File: config.mk
export PLATFORM = sky130hd
export DESIGN_NAME = timestamp_pair_matcher
export DESIGN_NICKNAME = d
export VERILOG_FILES = /design/src/tpm_pkg.sv /design/src/tpm_datapath.sv /design/src/tpm_control.sv /design/src/timestamp_pair_matcher.sv
export VERILOG_INCLUDE_DIRS = /design/src /design/src/src
export SDC_FILE = /design/constraint.sdc
export NUM_CORES = 2
export LEC_CHECK = 0
export BUFFER_PORTS_ARGS = -buffer_cell sky130_fd_sc_hd__buf_2
export CORE_MARGIN = 2
export CORE_UTILIZATION = 65
export CTS_CLUSTER_SIZE = 25
export DETAILED_ROUTE_END_ITERATION = 8
export PLACE_DENSITY = 0.81
export SLEW_MARGIN = 0
export SYNTH_ARGS = -nofsm -noshare
export SYNTH_HDL_FRONTEND = slang
export SYNTH_SLANG_ARGS = --single-unit
File: constraint.sdc
create_clock -name clock -period 21.9 [get_ports clock]
set_input_delay 2.19 -clock clock [delete_from_list [all_inputs] [get_ports clock]]
set_output_delay 2.19 -clock clock [all_outputs]
set_load 0.01 [all_outputs]
File: src/timestamp_pair_matcher_assert.svh
// Assertion macros for the timestamp pair matcher.
// Used by the top level only.
`ifndef TIMESTAMP_PAIR_MATCHER_ASSERT_SVH
`define TIMESTAMP_PAIR_MATCHER_ASSERT_SVH
// Implication checked on every rising clock edge, disabled in reset.
`define TPM_ASSERT_IMPL(label, ante, cons, msg) \
   label: assert property (@(posedge clock) disable iff (reset) (ante) |-> (cons)) \
      else $error(msg);
// Next-cycle implication.
`define TPM_ASSERT_NEXT(label, ante, cons, msg) \
   label: assert property (@(posedge clock) disable iff (reset) (ante) |=> (cons)) \
      else $error(msg);
`endif

File: src/tpm_pkg.sv
// Package for the timestamp pair matcher: widths, constants, control structs.
// No dependencies.
package tpm_pkg;
   localparam int TIME_W = 48;
   localparam int WIN_W = 20;
   localparam int FIX_DEPTH_DEF = 16;
   localparam int PULSE_DEPTH_DEF = 8;
   localparam int MAX_RESULTS = 16;
   localparam logic [WIN_W-1:0] WINDOW_RESET = 20'd50000;
   localparam logic OP_SYNC = 1'b0;
   localparam logic OP_FIX = 1'b1;
   localparam logic KIND_MATCH = 1'b0;
   localparam logic KIND_LOST = 1'b1;

   // Controller to datapath commands.
   typedef struct packed {
      logic push_pulse;   // store request as pulse
      logic push_fix;     // store request as fix
      logic load_fix;     // latch current fix entry (index f)
      logic load_pulse;   // latch pulse entry (index p)
      logic next_pulse;   // p++, count scanned
      logic start_fix;    // reset p/scanned for new fix
      logic emit_match;   // build match result, pop scanned pulses
      logic emit_lost;    // build lost result, pop scanned pulses
      logic drop_fix;     // fix done, no result
      logic clear_pulse;  // clear pulse queue
      logic finish;       // pop done fixes
      logic mark_last;    // flag result as final
   } tpm_cmd_type;

   // Datapath to controller status.
   typedef struct packed {
      logic fix_left;     // f < fix count and results < max
      logic pulse_left;   // p < pulse count
      logic behind;       // fix + w < pulse
      logic in_window;    // fix < pulse + w
      logic none_scanned;
      logic any_result;
   } tpm_sts_type;
endpackage

File: src/tpm_datapath.sv
// Datapath of the timestamp pair matcher: queues, scan pointers, compare, result.
// Depends on tpm_pkg.
module tpm_datapath import tpm_pkg::*; #(
   parameter int FIX_DEPTH = FIX_DEPTH_DEF,
   parameter int PULSE_DEPTH = PULSE_DEPTH_DEF
) (
   input  logic              clock,
   input  logic              reset,
   input  tpm_cmd_type       cmd,
   output tpm_sts_type       sts,
   input  logic [WIN_W-1:0]  window,
   input  logic [TIME_W-1:0] in_sys,
   input  logic [TIME_W-1:0] in_stamp,
   input  logic [TIME_W-1:0] in_utc,
   output logic              res_kind,
   output logic [TIME_W-1:0] res_stamp,
   output logic [TIME_W-1:0] res_psys,
   output logic [TIME_W-1:0] res_utc,
   output logic [TIME_W-1:0] res_fsys,
   output logic              res_last
);
   localparam int FA = $clog2(FIX_DEPTH);
   localparam int PA = $clog2(PULSE_DEPTH);
   localparam int FC = $clog2(FIX_DEPTH + 1);
   localparam int PC = $clog2(PULSE_DEPTH + 1);
   localparam int RC = $clog2(MAX_RESULTS + 1);

   logic [TIME_W-1:0] fix_time_mem [FIX_DEPTH];
   logic [TIME_W-1:0] fix_utc_mem [FIX_DEPTH];
   logic [TIME_W-1:0] pulse_time_mem [PULSE_DEPTH];
   logic [TIME_W-1:0] pulse_stamp_mem [PULSE_DEPTH];

   logic [FA-1:0] fix_head_ff;
   logic [FC-1:0] fix_count_ff, fix_idx_ff, fix_done_ff;
   logic [PA-1:0] pulse_head_ff;
   logic [PC-1:0] pulse_count_ff, pulse_idx_ff;
   logic [RC-1:0] res_count_ff;
   logic [TIME_W-1:0] cur_ft_ff, cur_fu_ff, cur_pt_ff, cur_ps_ff;
   logic [TIME_W-1:0] align_imu_ff, align_fix_ff;

   // Wrapped addresses.
   function automatic logic [FA-1:0] fwrap(input logic [FA-1:0] h, input logic [FC-1:0] o);
      logic [FC:0] s;
      s = {1'b0, {(FC-FA){1'b0}}, h} + {1'b0, o};
      if (s >= (FC+1)'(FIX_DEPTH)) s = s - (FC+1)'(FIX_DEPTH);
      return s[FA-1:0];
   endfunction
   function automatic logic [PA-1:0] pwrap(input logic [PA-1:0] h, input logic [PC-1:0] o);
      logic [PC:0] s;
      s = {1'b0, {(PC-PA){1'b0}}, h} + {1'b0, o};
      if (s >= (PC+1)'(PULSE_DEPTH)) s = s - (PC+1)'(PULSE_DEPTH);
      return s[PA-1:0];
   endfunction

   logic fix_full, pulse_full;
   assign fix_full = fix_count_ff == FC'(FIX_DEPTH);
   assign pulse_full = pulse_count_ff == PC'(PULSE_DEPTH);

   // Compares on 49-bit sums.
   logic [TIME_W:0] ft_plus_w, pt_plus_w;
   assign ft_plus_w = {1'b0, cur_ft_ff} + (TIME_W+1)'(window);
   assign pt_plus_w = {1'b0, cur_pt_ff} + (TIME_W+1)'(window);
   assign sts.behind = ft_plus_w < {1'b0, cur_pt_ff};
   assign sts.in_window = {1'b0, cur_ft_ff} < pt_plus_w;
   assign sts.fix_left = (fix_idx_ff < fix_count_ff) && (res_count_ff < RC'(MAX_RESULTS));
   assign sts.pulse_left = pulse_idx_ff < pulse_count_ff;
   assign sts.none_scanned = pulse_idx_ff == '0;
   assign sts.any_result = res_count_ff != '0;

   // Queue storage writes and reads.
   always_ff @(posedge clock) begin
      if (cmd.push_fix) begin
         fix_time_mem[fwrap(fix_head_ff, fix_full ? FC'(0) : fix_count_ff)] <= in_sys;
      end
      if (cmd.push_pulse) begin
         pulse_time_mem[pwrap(pulse_head_ff, pulse_full ? PC'(0) : pulse_count_ff)] <= in_sys;
         pulse_stamp_mem[pwrap(pulse_head_ff, pulse_full ? PC'(0) : pulse_count_ff)] <= in_stamp;
      end
      if (cmd.push_fix)
         fix_utc_mem[fwrap(fix_head_ff, fix_full ? FC'(0) : fix_count_ff)] <= in_utc;
      if (cmd.load_fix) begin
         cur_ft_ff <= fix_time_mem[fwrap(fix_head_ff, fix_idx_ff)];
         cur_fu_ff <= fix_utc_mem[fwrap(fix_head_ff, fix_idx_ff)];
      end
      if (cmd.load_pulse) begin
         cur_pt_ff <= pulse_time_mem[pwrap(pulse_head_ff, pulse_idx_ff)];
         cur_ps_ff <= pulse_stamp_mem[pwrap(pulse_head_ff, pulse_idx_ff)];
      end
   end

   // Pointers and counts.
   always_ff @(posedge clock) begin
      if (reset) begin
         fix_head_ff <= '0; fix_count_ff <= '0; fix_idx_ff <= '0; fix_done_ff <= '0;
         pulse_head_ff <= '0; pulse_count_ff <= '0; pulse_idx_ff <= '0;
         res_count_ff <= '0; align_imu_ff <= '0; align_fix_ff <= '0;
      end else begin
         if (cmd.push_pulse) begin
            if (pulse_full) pulse_head_ff <= pwrap(pulse_head_ff, PC'(1));
            else pulse_count_ff <= pulse_count_ff + PC'(1);
         end
         if (cmd.push_fix) begin
            if (fix_full) fix_head_ff <= fwrap(fix_head_ff, FC'(1));
            else fix_count_ff <= fix_count_ff + FC'(1);
            fix_idx_ff <= '0;
            fix_done_ff <= '0;
            res_count_ff <= '0;
         end
         if (cmd.start_fix) pulse_idx_ff <= '0;
         if (cmd.next_pulse) pulse_idx_ff <= pulse_idx_ff + PC'(1);
         if (cmd.emit_match || cmd.emit_lost) begin
            pulse_head_ff <= pwrap(pulse_head_ff, pulse_idx_ff);
            pulse_count_ff <= pulse_count_ff - pulse_idx_ff;
            res_count_ff <= res_count_ff + RC'(1);
         end
         if (cmd.emit_match) begin
            align_imu_ff <= cur_ps_ff;
            align_fix_ff <= cur_ft_ff;
         end
         if (cmd.emit_match || cmd.emit_lost || cmd.drop_fix) begin
            fix_idx_ff <= fix_idx_ff + FC'(1);
            fix_done_ff <= fix_done_ff + FC'(1);
         end
         if (cmd.clear_pulse) begin
            pulse_head_ff <= '0;
            pulse_count_ff <= '0;
         end
         if (cmd.finish) begin
            fix_head_ff <= fwrap(fix_head_ff, fix_done_ff);
            fix_count_ff <= fix_count_ff - fix_done_ff;
         end
      end
   end

   // Result register; match counts the current pulse as scanned.
   always_ff @(posedge clock) begin
      if (cmd.emit_match) begin
         res_kind <= KIND_MATCH;
         res_stamp <= cur_ps_ff;
         res_psys <= cur_pt_ff;
      end
      if (cmd.emit_lost) begin
         res_kind <= KIND_LOST;
         res_stamp <= '0;
         res_psys <= '0;
      end
      if (cmd.emit_match || cmd.emit_lost) begin
         res_utc <= cur_fu_ff;
         res_fsys <= cur_ft_ff;
      end
      if (cmd.emit_match || cmd.emit_lost) res_last <= 1'b0;
      else if (cmd.mark_last) res_last <= 1'b1;
   end
endmodule

File: src/tpm_control.sv
// Controller of the timestamp pair matcher: sequences the scan and handshakes.
// Depends on tpm_pkg.
module tpm_control import tpm_pkg::*; (
   input  logic        clock,
   input  logic        reset,
   input  logic        req_valid,
   output logic        req_ready,
   input  logic        req_operation,
   output logic        rsp_valid,
   input  logic        rsp_ready,
   input  tpm_sts_type sts,
   output tpm_cmd_type cmd
);
   localparam logic [2:0] S_IDLE  = 3'd0;
   localparam logic [2:0] S_FIX   = 3'd1;
   localparam logic [2:0] S_PLOAD = 3'd2;
   localparam logic [2:0] S_CMP   = 3'd3;
   localparam logic [2:0] S_HOLD  = 3'd4;
   localparam logic [2:0] S_END   = 3'd5;

   logic [2:0] state_ff, state_in;
   logic out_ff, out_in;   // result held, not yet shown
   logic pend_ff, pend_in; // result shown, waiting for the transaction

   assign req_ready = state_ff == S_IDLE && !pend_ff;
   assign rsp_valid = pend_ff;

   always_comb begin
      cmd = '0;
      state_in = state_ff;
      out_in = out_ff;
      pend_in = pend_ff && !rsp_ready;
      case (state_ff)
         S_IDLE: begin
            if (req_valid && req_ready) begin
               if (req_operation == OP_SYNC) cmd.push_pulse = 1'b1;
               else begin
                  cmd.push_fix = 1'b1;
                  state_in = S_FIX;
               end
            end
         end
         S_FIX: begin
            if (sts.fix_left) begin
               cmd.load_fix = 1'b1;
               cmd.start_fix = 1'b1;
               state_in = S_PLOAD;
            end else state_in = S_END;
         end
         S_PLOAD: begin
            if (sts.pulse_left) begin
               cmd.load_pulse = 1'b1;
               state_in = S_CMP;
            end else if (sts.none_scanned) begin
               cmd.clear_pulse = 1'b1; // empty queue: fix ahead
               state_in = S_END;
            end else begin
               cmd.clear_pulse = 1'b1;
               state_in = S_END;
            end
         end
         S_CMP: begin
            if (sts.behind) begin
               if (sts.none_scanned) begin
                  cmd.drop_fix = 1'b1;
                  state_in = S_FIX;
               end else if (out_ff) begin
                  // a successor exists: show the held result first
                  pend_in = 1'b1;
                  out_in = 1'b0;
               end else if (!pend_ff) begin
                  cmd.emit_lost = 1'b1;
                  out_in = 1'b1;
                  state_in = S_FIX;
               end
            end else begin
               cmd.next_pulse = 1'b1;
               if (sts.in_window) begin
                  state_in = S_HOLD;
               end else state_in = S_PLOAD;
            end
         end
         S_HOLD: begin
            if (out_ff) begin
               pend_in = 1'b1;
               out_in = 1'b0;
            end else if (!pend_ff) begin
               cmd.emit_match = 1'b1;
               out_in = 1'b1;
               state_in = S_FIX;
            end
         end
         S_END: begin
            if (out_ff) begin
               cmd.mark_last = 1'b1;
               pend_in = 1'b1;
               out_in = 1'b0;
            end else if (!pend_ff) begin
               cmd.finish = 1'b1;
               state_in = S_IDLE;
            end
         end
         default: state_in = S_IDLE;
      endcase
   end

   always_ff @(posedge clock) begin
      if (reset) begin
         state_ff <= S_IDLE;
         out_ff <= 1'b0;
         pend_ff <= 1'b0;
      end else begin
         state_ff <= state_in;
         out_ff <= out_in;
         pend_ff <= pend_in;
      end
   end
endmodule

File: src/timestamp_pair_matcher.sv
// Top level of the timestamp pair matcher: window register, controller, datapath.
// Depends on tpm_pkg, tpm_control, tpm_datapath and the assertion header.
//
//  channel  direction  contents
//  req_     in         operation, sys_time, imu_stamp, fix_utc
//  rsp_     out        kind, two pulse stamps, two fix stamps, last
//  csr_     in         match_window
//
// A fix transaction walks the pending fixes one at a time and, for each, the
// queued pulses one entry at a time; no new request is taken until the scan
// has ended and its last result has been taken; at most 16 x 8 pulse
// compares.
// Reset (synchronous) empties both queues and loads the window with 50000.
// A result is held until its successor or the end is known; a stalled result
// holds the scan until it is taken.
`include "timestamp_pair_matcher_assert.svh"
module timestamp_pair_matcher import tpm_pkg::*; #(
   parameter int FIX_DEPTH = FIX_DEPTH_DEF,
   parameter int PULSE_DEPTH = PULSE_DEPTH_DEF
) (
   input  logic              clock,
   input  logic              reset,
   input  logic              req_valid,
   output logic              req_ready,
   input  logic              req_operation,
   input  logic [TIME_W-1:0] req_sys_time,
   input  logic [TIME_W-1:0] req_imu_stamp,
   input  logic [TIME_W-1:0] req_fix_utc,
   output logic              rsp_valid,
   input  logic              rsp_ready,
   output logic              rsp_kind,
   output logic [TIME_W-1:0] rsp_matched_imu_stamp,
   output logic [TIME_W-1:0] rsp_matched_imu_sys,
   output logic [TIME_W-1:0] rsp_matched_utc,
   output logic [TIME_W-1:0] rsp_matched_fix_sys,
   output logic              rsp_last,
   input  logic              csr_valid,
   output logic              csr_ready,
   input  logic [WIN_W-1:0]  csr_match_window
);
   tpm_cmd_type cmd;
   tpm_sts_type sts;
   logic [WIN_W-1:0] window_ff;

   assign csr_ready = 1'b1;

   // Window register.
   always_ff @(posedge clock) begin
      if (reset) window_ff <= WINDOW_RESET;
      else if (csr_valid) window_ff <= csr_match_window;
   end

   tpm_control u_control (
      .clock, .reset, .req_valid, .req_ready, .req_operation,
      .rsp_valid, .rsp_ready, .sts, .cmd
   );

   tpm_datapath #(.FIX_DEPTH(FIX_DEPTH), .PULSE_DEPTH(PULSE_DEPTH)) u_datapath (
      .clock, .reset, .cmd, .sts, .window(window_ff),
      .in_sys(req_sys_time), .in_stamp(req_imu_stamp), .in_utc(req_fix_utc),
      .res_kind(rsp_kind), .res_stamp(rsp_matched_imu_stamp),
      .res_psys(rsp_matched_imu_sys), .res_utc(rsp_matched_utc),
      .res_fsys(rsp_matched_fix_sys), .res_last(rsp_last)
   );

   `TPM_ASSERT_IMPL(a_no_accept_busy, rsp_valid, !req_ready, "input taken with result pending")
   `TPM_ASSERT_IMPL(a_lost_zero, rsp_valid && rsp_kind == KIND_LOST, rsp_matched_imu_stamp == '0, "lost result carries stamp")
   `TPM_ASSERT_NEXT(a_sync_no_work, req_valid && req_ready && req_operation == OP_SYNC, req_ready || !req_valid || rsp_valid == 1'b0, "sync started a scan")
endmodule

# Yosys cells after proc, flatten, opt, wreduce, memory -nomap -nowiden
# Memories as Yosys holds them, arrays and structs flattened. A register that Yosys moved wholly into a read port is not among the register bits.
# Index checks and enable logic that the tools add are counted.
# classes
add_sub_neg,24
order_cmp,12
n_eq_ne,15
mux,75
reduce_logical,26
# ops
op,n
$add 48x20->49,2
$mux 4,15
$mux 3,19
$lt 48x49->1,1
$lt 49x48->1,1
$mux 5,8
$mux 1,25
$add 5x1->5 const B,4
$add 4x5->6,3
$ge 6x5->1 const B,3
$pmux 3 s6,1
$ne 2x2->1 const B,8
$sub 4x1->4 const B,4
$reduce_bool 2->1,7
$add 3x4->5,2
$ge 5x4->1 const B,2
$mux 2,5
$sub 3x1->3 const B,3
$add 4x1->4 const B,2
$reduce_and 2->1,4
$eq 3x2->1 const B,2
$eq 3x3->1 const B,2
$add 4x1->5 const B,1
$eq 5x5->1 const B,1
other kinds (21),27
# word_totals
regBits,254
mem_bits_rw,2304
inputBits,170
mem_count,4
# mem_list
memory,words,width,read_ports,rd_clocked_by_memory_dff,write_ports,line_no,source
u_datapath.fix_time_mem,16,48,1,1,1,tpm_datapath.sv:28,logic [TIME_W-1:0] fix_time_mem [FIX_DEPTH];
u_datapath.fix_utc_mem,16,48,1,1,1,tpm_datapath.sv:29,logic [TIME_W-1:0] fix_utc_mem [FIX_DEPTH];
u_datapath.pulse_stamp_mem,8,48,1,1,1,tpm_datapath.sv:31,logic [TIME_W-1:0] pulse_stamp_mem [PULSE_DEPTH];
u_datapath.pulse_time_mem,8,48,1,1,1,tpm_datapath.sv:30,logic [TIME_W-1:0] pulse_time_mem [PULSE_DEPTH];

# Depth between registers and ports, before layout
# logic_depth
depth_word,8
mapped_depth,24

# By module
# Synthesis repeated with hierarchy kept, for this count alone.
# hier_totals
hier_cells,5497
area_unflattened_um2,107589.4
# by_module_without_submodules
module,n_inst,cells_per_inst,area_each_um2
tpm_datapath,1,5374,106399.5
timestamp_pair_matcher,1,67,748.2
tpm_control,1,56,441.7

# Least setup slack after synthesis
# Ideal clock, no wire load.
# synth_path
kind,in2reg
from,input port req_valid
to,"memory u_datapath.pulse_stamp_mem[0][0], enable pin"
setup_time_ns,0.786
arrival_time_ns,11.771
t_required_ns,21.114
path_slack_ns,9.344
cell_stages,4
path_buffers,1
path_cell_list,nand2_1 -> or2_2 -> clkbuf_1 -> nor4_1
# synth_via
elab_chain_cells,5
# synth_lines
item,line_no,source
from (decl),timestamp_pair_matcher.sv:23,"input logic req_valid,"
$logic_and 1x1->1,tpm_control.sv:35,if (req_valid && req_ready) begin
$mux 2,tpm_control.sv:35,
$mux 2,tpm_control.sv:33,case (state_ff)
$mux 1,tpm_datapath.sv:75,if (cmd.push_pulse) begin
$mux 1,tpm_datapath.sv:77,"pulse_stamp_mem[pwrap(pulse_head_ff, pulse_full ? PC'(0) : pulse_count_ff)] <= in_stamp;"
to (decl),tpm_datapath.sv:31,
# No other way between the ends.

# Final worst setup path
# layout_path
from,register u_datapath.cur_ft_ff[0] (read register of u_datapath.fix_time_mem)
to,"register u_datapath.res_utc[14], enable pin"
# layout_via
elab_chain_cells,5
# layout_lines
item,line_no,source
from (decl),tpm_datapath.sv:38,"logic [TIME_W-1:0] cur_ft_ff, cur_fu_ff, cur_pt_ff, cur_ps_ff;"
$add 48x20->49,tpm_datapath.sv:61,"assign ft_plus_w = {1'b0, cur_ft_ff} + (TIME_W+1)'(window);"
$lt 49x48->1,tpm_datapath.sv:63,"assign sts.behind = ft_plus_w < {1'b0, cur_pt_ff};"
$mux 2,tpm_control.sv:63,if (sts.behind) begin
$mux 2,tpm_control.sv:33,
$logic_or 1x1->1,tpm_datapath.sv:147,if (cmd.emit_match || cmd.emit_lost) begin
to (signal assigned),tpm_datapath.sv:148,res_utc <= cur_fu_ff;
to (decl),tpm_datapath.sv:18,"output logic [TIME_W-1:0] res_utc,"
# No other way between the ends.
# A chain may end at the register's enable or synchronous reset.

==> impl_metrics.tcl <==
set metrics [dict create \
    power_uw 11610 \
    cp-endpoint "u_datapath.res_utc[14]" \
    yosys_warnings 0 \
    timing.final.crit_share_pct 36.22 \
    crit_path_max_fanout 70 \
    clockBufferDepth 4 \
    grt_max_degree 152 \
    cts_sinks 2750 \
    rows 149 \
    drive_gt1_share_pct 24.62 \
    slew_viol_final 0 \
    gr-usage-met1_pct 43.25 \
    overflow 0 \
    cts_setup_buffers 0 \
    vias 57601 \
    synth_flop_cell "edfxtp_1" \
    synth_area_sq_um 107500 \
    design.core.area_sq_um 164600 \
    worst_setup_path_start_kind "flop" \
    io_buffers 365 \
    synth_cell_type_count 76 \
    hold_viol 0 \
    die_area_sq_um 168600 \
    drv_cap 0 \
    htree_num_levels 5 \
    grt_use_met3_pct 6.472 \
    r2r_cells 20 \
    wirelength_mm 271.7 \
    timing.fmax_mhz 126.1 \
    min-delay-start "u_datapath.cur_fu_ff[18]" \
    antenna_found_initial 37 \
    synth_edf_count 2592 \
    pre_cts_slack_ps 14050 \
    drc_errors 0 \
    tns_ps 0 \
    grt.total_usage_pct 32.07 \
    grt_setup_unrepaired "false" \
    drt-vias-per-instance 6.790 \
    grt_pass1_wl_mm 391.8 \
    avgSynthCellArea_sq_um 19.17 \
    dieWidth_um 410.6 \
    arrival_ps 8450 \
    clkTransAtPathRegs_ps 60 \
    cts_buffers 280 \
    ios 367 \
    finalSetupViolations 0 \
    p_leak_uw 0.04035 \
    insertion_delay_ps 930 \
    period_needed_ps 7933 \
    ir_drop_uv 99.64 \
    powerDensity_nw_per_um2 96.39 \
    ant_nets 0 \
    status "finished, final reports clean" \
    root_buffer "clkbuf_16" \
    ff2ff_setup_slack_ps 13970 \
    dp_hpwl_mm 137.4 \
    startpoint "u_datapath.cur_ft_ff[0]" \
    post_cts_resized 0 \
    top_usage_layer "met2" \
    worstMarginPinSlew_ps 1152 \
    start_util_pct 65.29 \
    synthCells 5606 \
    synthesis.nets 5950 \
    ys_seq_area_share_pct 75.36 \
    r2r-start "u_datapath.cur_ft_ff[0]" \
    areaGrowthSynthToFinish_pct 12.09 \
    cp.required_ps 22410 \
    grt_pass1_vias 58695 \
    worst_slack_ps 13970 \
    slew_headroom_pct 23.20 \
    floorplan.die.height_um 410.6 \
    grt_util_met2_pct 52.71 \
    fin_nets 6420 \
    cp-end-kind "flop" \
    path_class "reg -> reg" \
    skew_ps 56.45 \
    detail_route.wl_per_cell_um 32.03 \
    async_flop_share_pct 0 \
    gp_congestion 0.8849 \
    cts_tree "done" \
    drtIter0Drc 8188 \
    ctsHoldBuffers 0 \
    r2r-end "u_datapath.res_utc[14]" \
    ys_ff_latch 2750 \
    dr.pass1.iters 6 \
    hp-class "reg -> reg" \
]
-- synth_stat cells (all sizes together), types with 18 or more instances --
| cell type | number | area (sq um) |
|---|---|---|
| clkbuf | 188 | 706.9 |
| nand3 | 49 | 262.8 |
| nand4 | 22 | 137.6 |
| and3 | 108 | 675.7 |
| a31oi | 104 | 650.6 |
| mux2i | 23 | 230.2 |
| a21oi | 181 | 905.9 |
| ha | 165 | 2064 |
| mux4 | 576 | 12970 |
| inv | 80 | 300.3 |
| dfxtp | 158 | 3163 |
| buf | 75 | 300.3 |
| a21o | 48 | 360.4 |
| nor4 | 20 | 140.1 |
| o21ai | 44 | 220.2 |
| edfxtp | 2592 | 77830 |
| nor2 | 109 | 409.1 |
| nand2 | 658 | 2472 |
| mux2 | 99 | 1115 |
| nor3 | 26 | 135.1 |
| nand2b | 18 | 112.6 |
| xnor2 | 78 | 683.2 |
| xor2 | 31 | 271.5 |
-- power by group --
group	switching, uW	leakage (uW)	internal [uW]	total (uW)
Clock	1930	0.00411	2550	4480
Combinational	616	0.0116	433	1050
Sequential	107	0.0247	5980	6090
Total	2650	0.0403	8960	11600
-- metrics by stage --
| step | utilization, % | std cells | cell area, sq um | hold WS, ps |
|---|---|---|---|---|
| floorplan | - | 5606 | 107500 | 400.3 |
| global placement | 68.07 | 7983 | 112000 | 400.4 |
| detailed placement | 68.07 | 7983 | 112000 | 405.5 |
| CTS | 73.15 | 8461 | 120400 | 410.2 |
| global route | 73.16 | 8467 | 120400 | 419.3 |
| finish | 73.18 | 8483 | 120500 | 408.2 |
-- critical path, cell delays in order, from the launching register on --
cell	delay [ps]
edfxtp_1	430
ha_1	270
fa_1	430
a211oi_1	410
o211ai_1	220
nand4_1	190
nand2_1	140
a41o_1	310
a21oi_1	630
nor4b_1	140
xor2_1	180
ha_1	300
and2_0	190
a221o_1	310
a221oi_1	370
o211ai_1	160
a211oi_1	500
and3b_4	540
nor2_1	340
inv_6	670
buf_4	720
-- worst min-delay path by stage --
| stage | endpoint | cells after the start |
|---|---|---|
| finish | u_datapath.res_utc[18] | 0 |
| global placement | u_datapath.res_utc[8] | 0 |
| detailed placement | u_datapath.res_utc[11] | 0 |
| CTS | u_datapath.res_utc[18] | 0 |
| global route | u_datapath.res_utc[18] | 0 |
| floorplan | u_datapath.res_utc[0] | 0 |
-- state kept, by name, indices dropped and copies added, names as in the netlist, 3 cells and up --
| signal | flops |
|---|---|
| u_datapath.cur_fu_ff | 48 |
| u_datapath.res_stamp | 48 |
| u_datapath.fix_count_ff | 5 |
| u_datapath.pulse_stamp_mem | 384 |
| u_datapath.cur_pt_ff | 48 |
| u_datapath.fix_idx_ff | 5 |
| u_datapath.fix_time_mem | 768 |
| u_datapath.pulse_head_ff | 3 |
| u_datapath.res_psys | 48 |
| u_datapath.cur_ps_ff | 48 |
| u_datapath.pulse_time_mem | 384 |
| u_datapath.res_utc | 48 |
| window_ff | 20 |
| u_datapath.res_count_ff | 5 |
| u_datapath.res_fsys | 48 |
| u_datapath.cur_ft_ff | 48 |
| u_control.state_ff | 3 |
| u_datapath.pulse_idx_ff | 4 |
| u_datapath.fix_utc_mem | 768 |
| u_datapath.pulse_count_ff | 4 |
| u_datapath.fix_done_ff | 5 |
| u_datapath.fix_head_ff | 4 |
-- layout make-up --
type                    instances  area (sq um)
flip-flops and latches       2750         81000
fillers                      8948         44140
multi-input cells            2512         25470
clock buffers                 366          7580
well taps                    2189          2739
repair buffers                451          2535
clock inverters               112         789.5
inverters                      81         309.0
diodes                         22         55.05
-- metal layers --
layer | part of all wire (%) | up-vias
li1 | - | 23411
met1 | 37 | 29741
met2 | 50 | 3746
met3 | 9.7 | 671
met4 | 3.7 | 32
met5 | 0.079 | -
-- placed cells by master (no fill, tap or decap), types with 43 or more instances in the layout --
cell type	Yosys	final
a21oi_1	181	181
nor2_1	109	90
nand3_1	47	47
inv_1	78	77
ha_1	165	163
edfxtp_1	2592	2592
a31oi_1	104	104
nand2_1	657	657
and3_1	108	107
a21o_1	48	48
dfxtp_1	158	158
buf_2	9	365
mux4_2	576	576
mux2_2	99	99
buf_4	2	81
clkinv_1	1	50
clkbuf_1	187	70
clkbuf_16	0	288
clkinv_2	0	43
xnor2_1	78	75
-- kinds of logic (layout without fill, tap and decap cells) --
group / count (synthesis) / in the layout / share of synthesized area [%]
DFF: 2750 / 2750 / 75.36
buffers and inverters: 344 / 1010 / 1.220
AOI/OAI and AO/OA: 460 / 460 / 2.667
xor gates and xnor gates: 109 / 109 / 0.8883
adders and majority gates: 174 / 174 / 2.089
muxes: 698 / 698 / 13.32
and+or+nand+nor: 1070 / 1070 / 4.447
other: 1 / 23 / 0.003489
No activity file was read; power rests on OpenSTA's default activity.
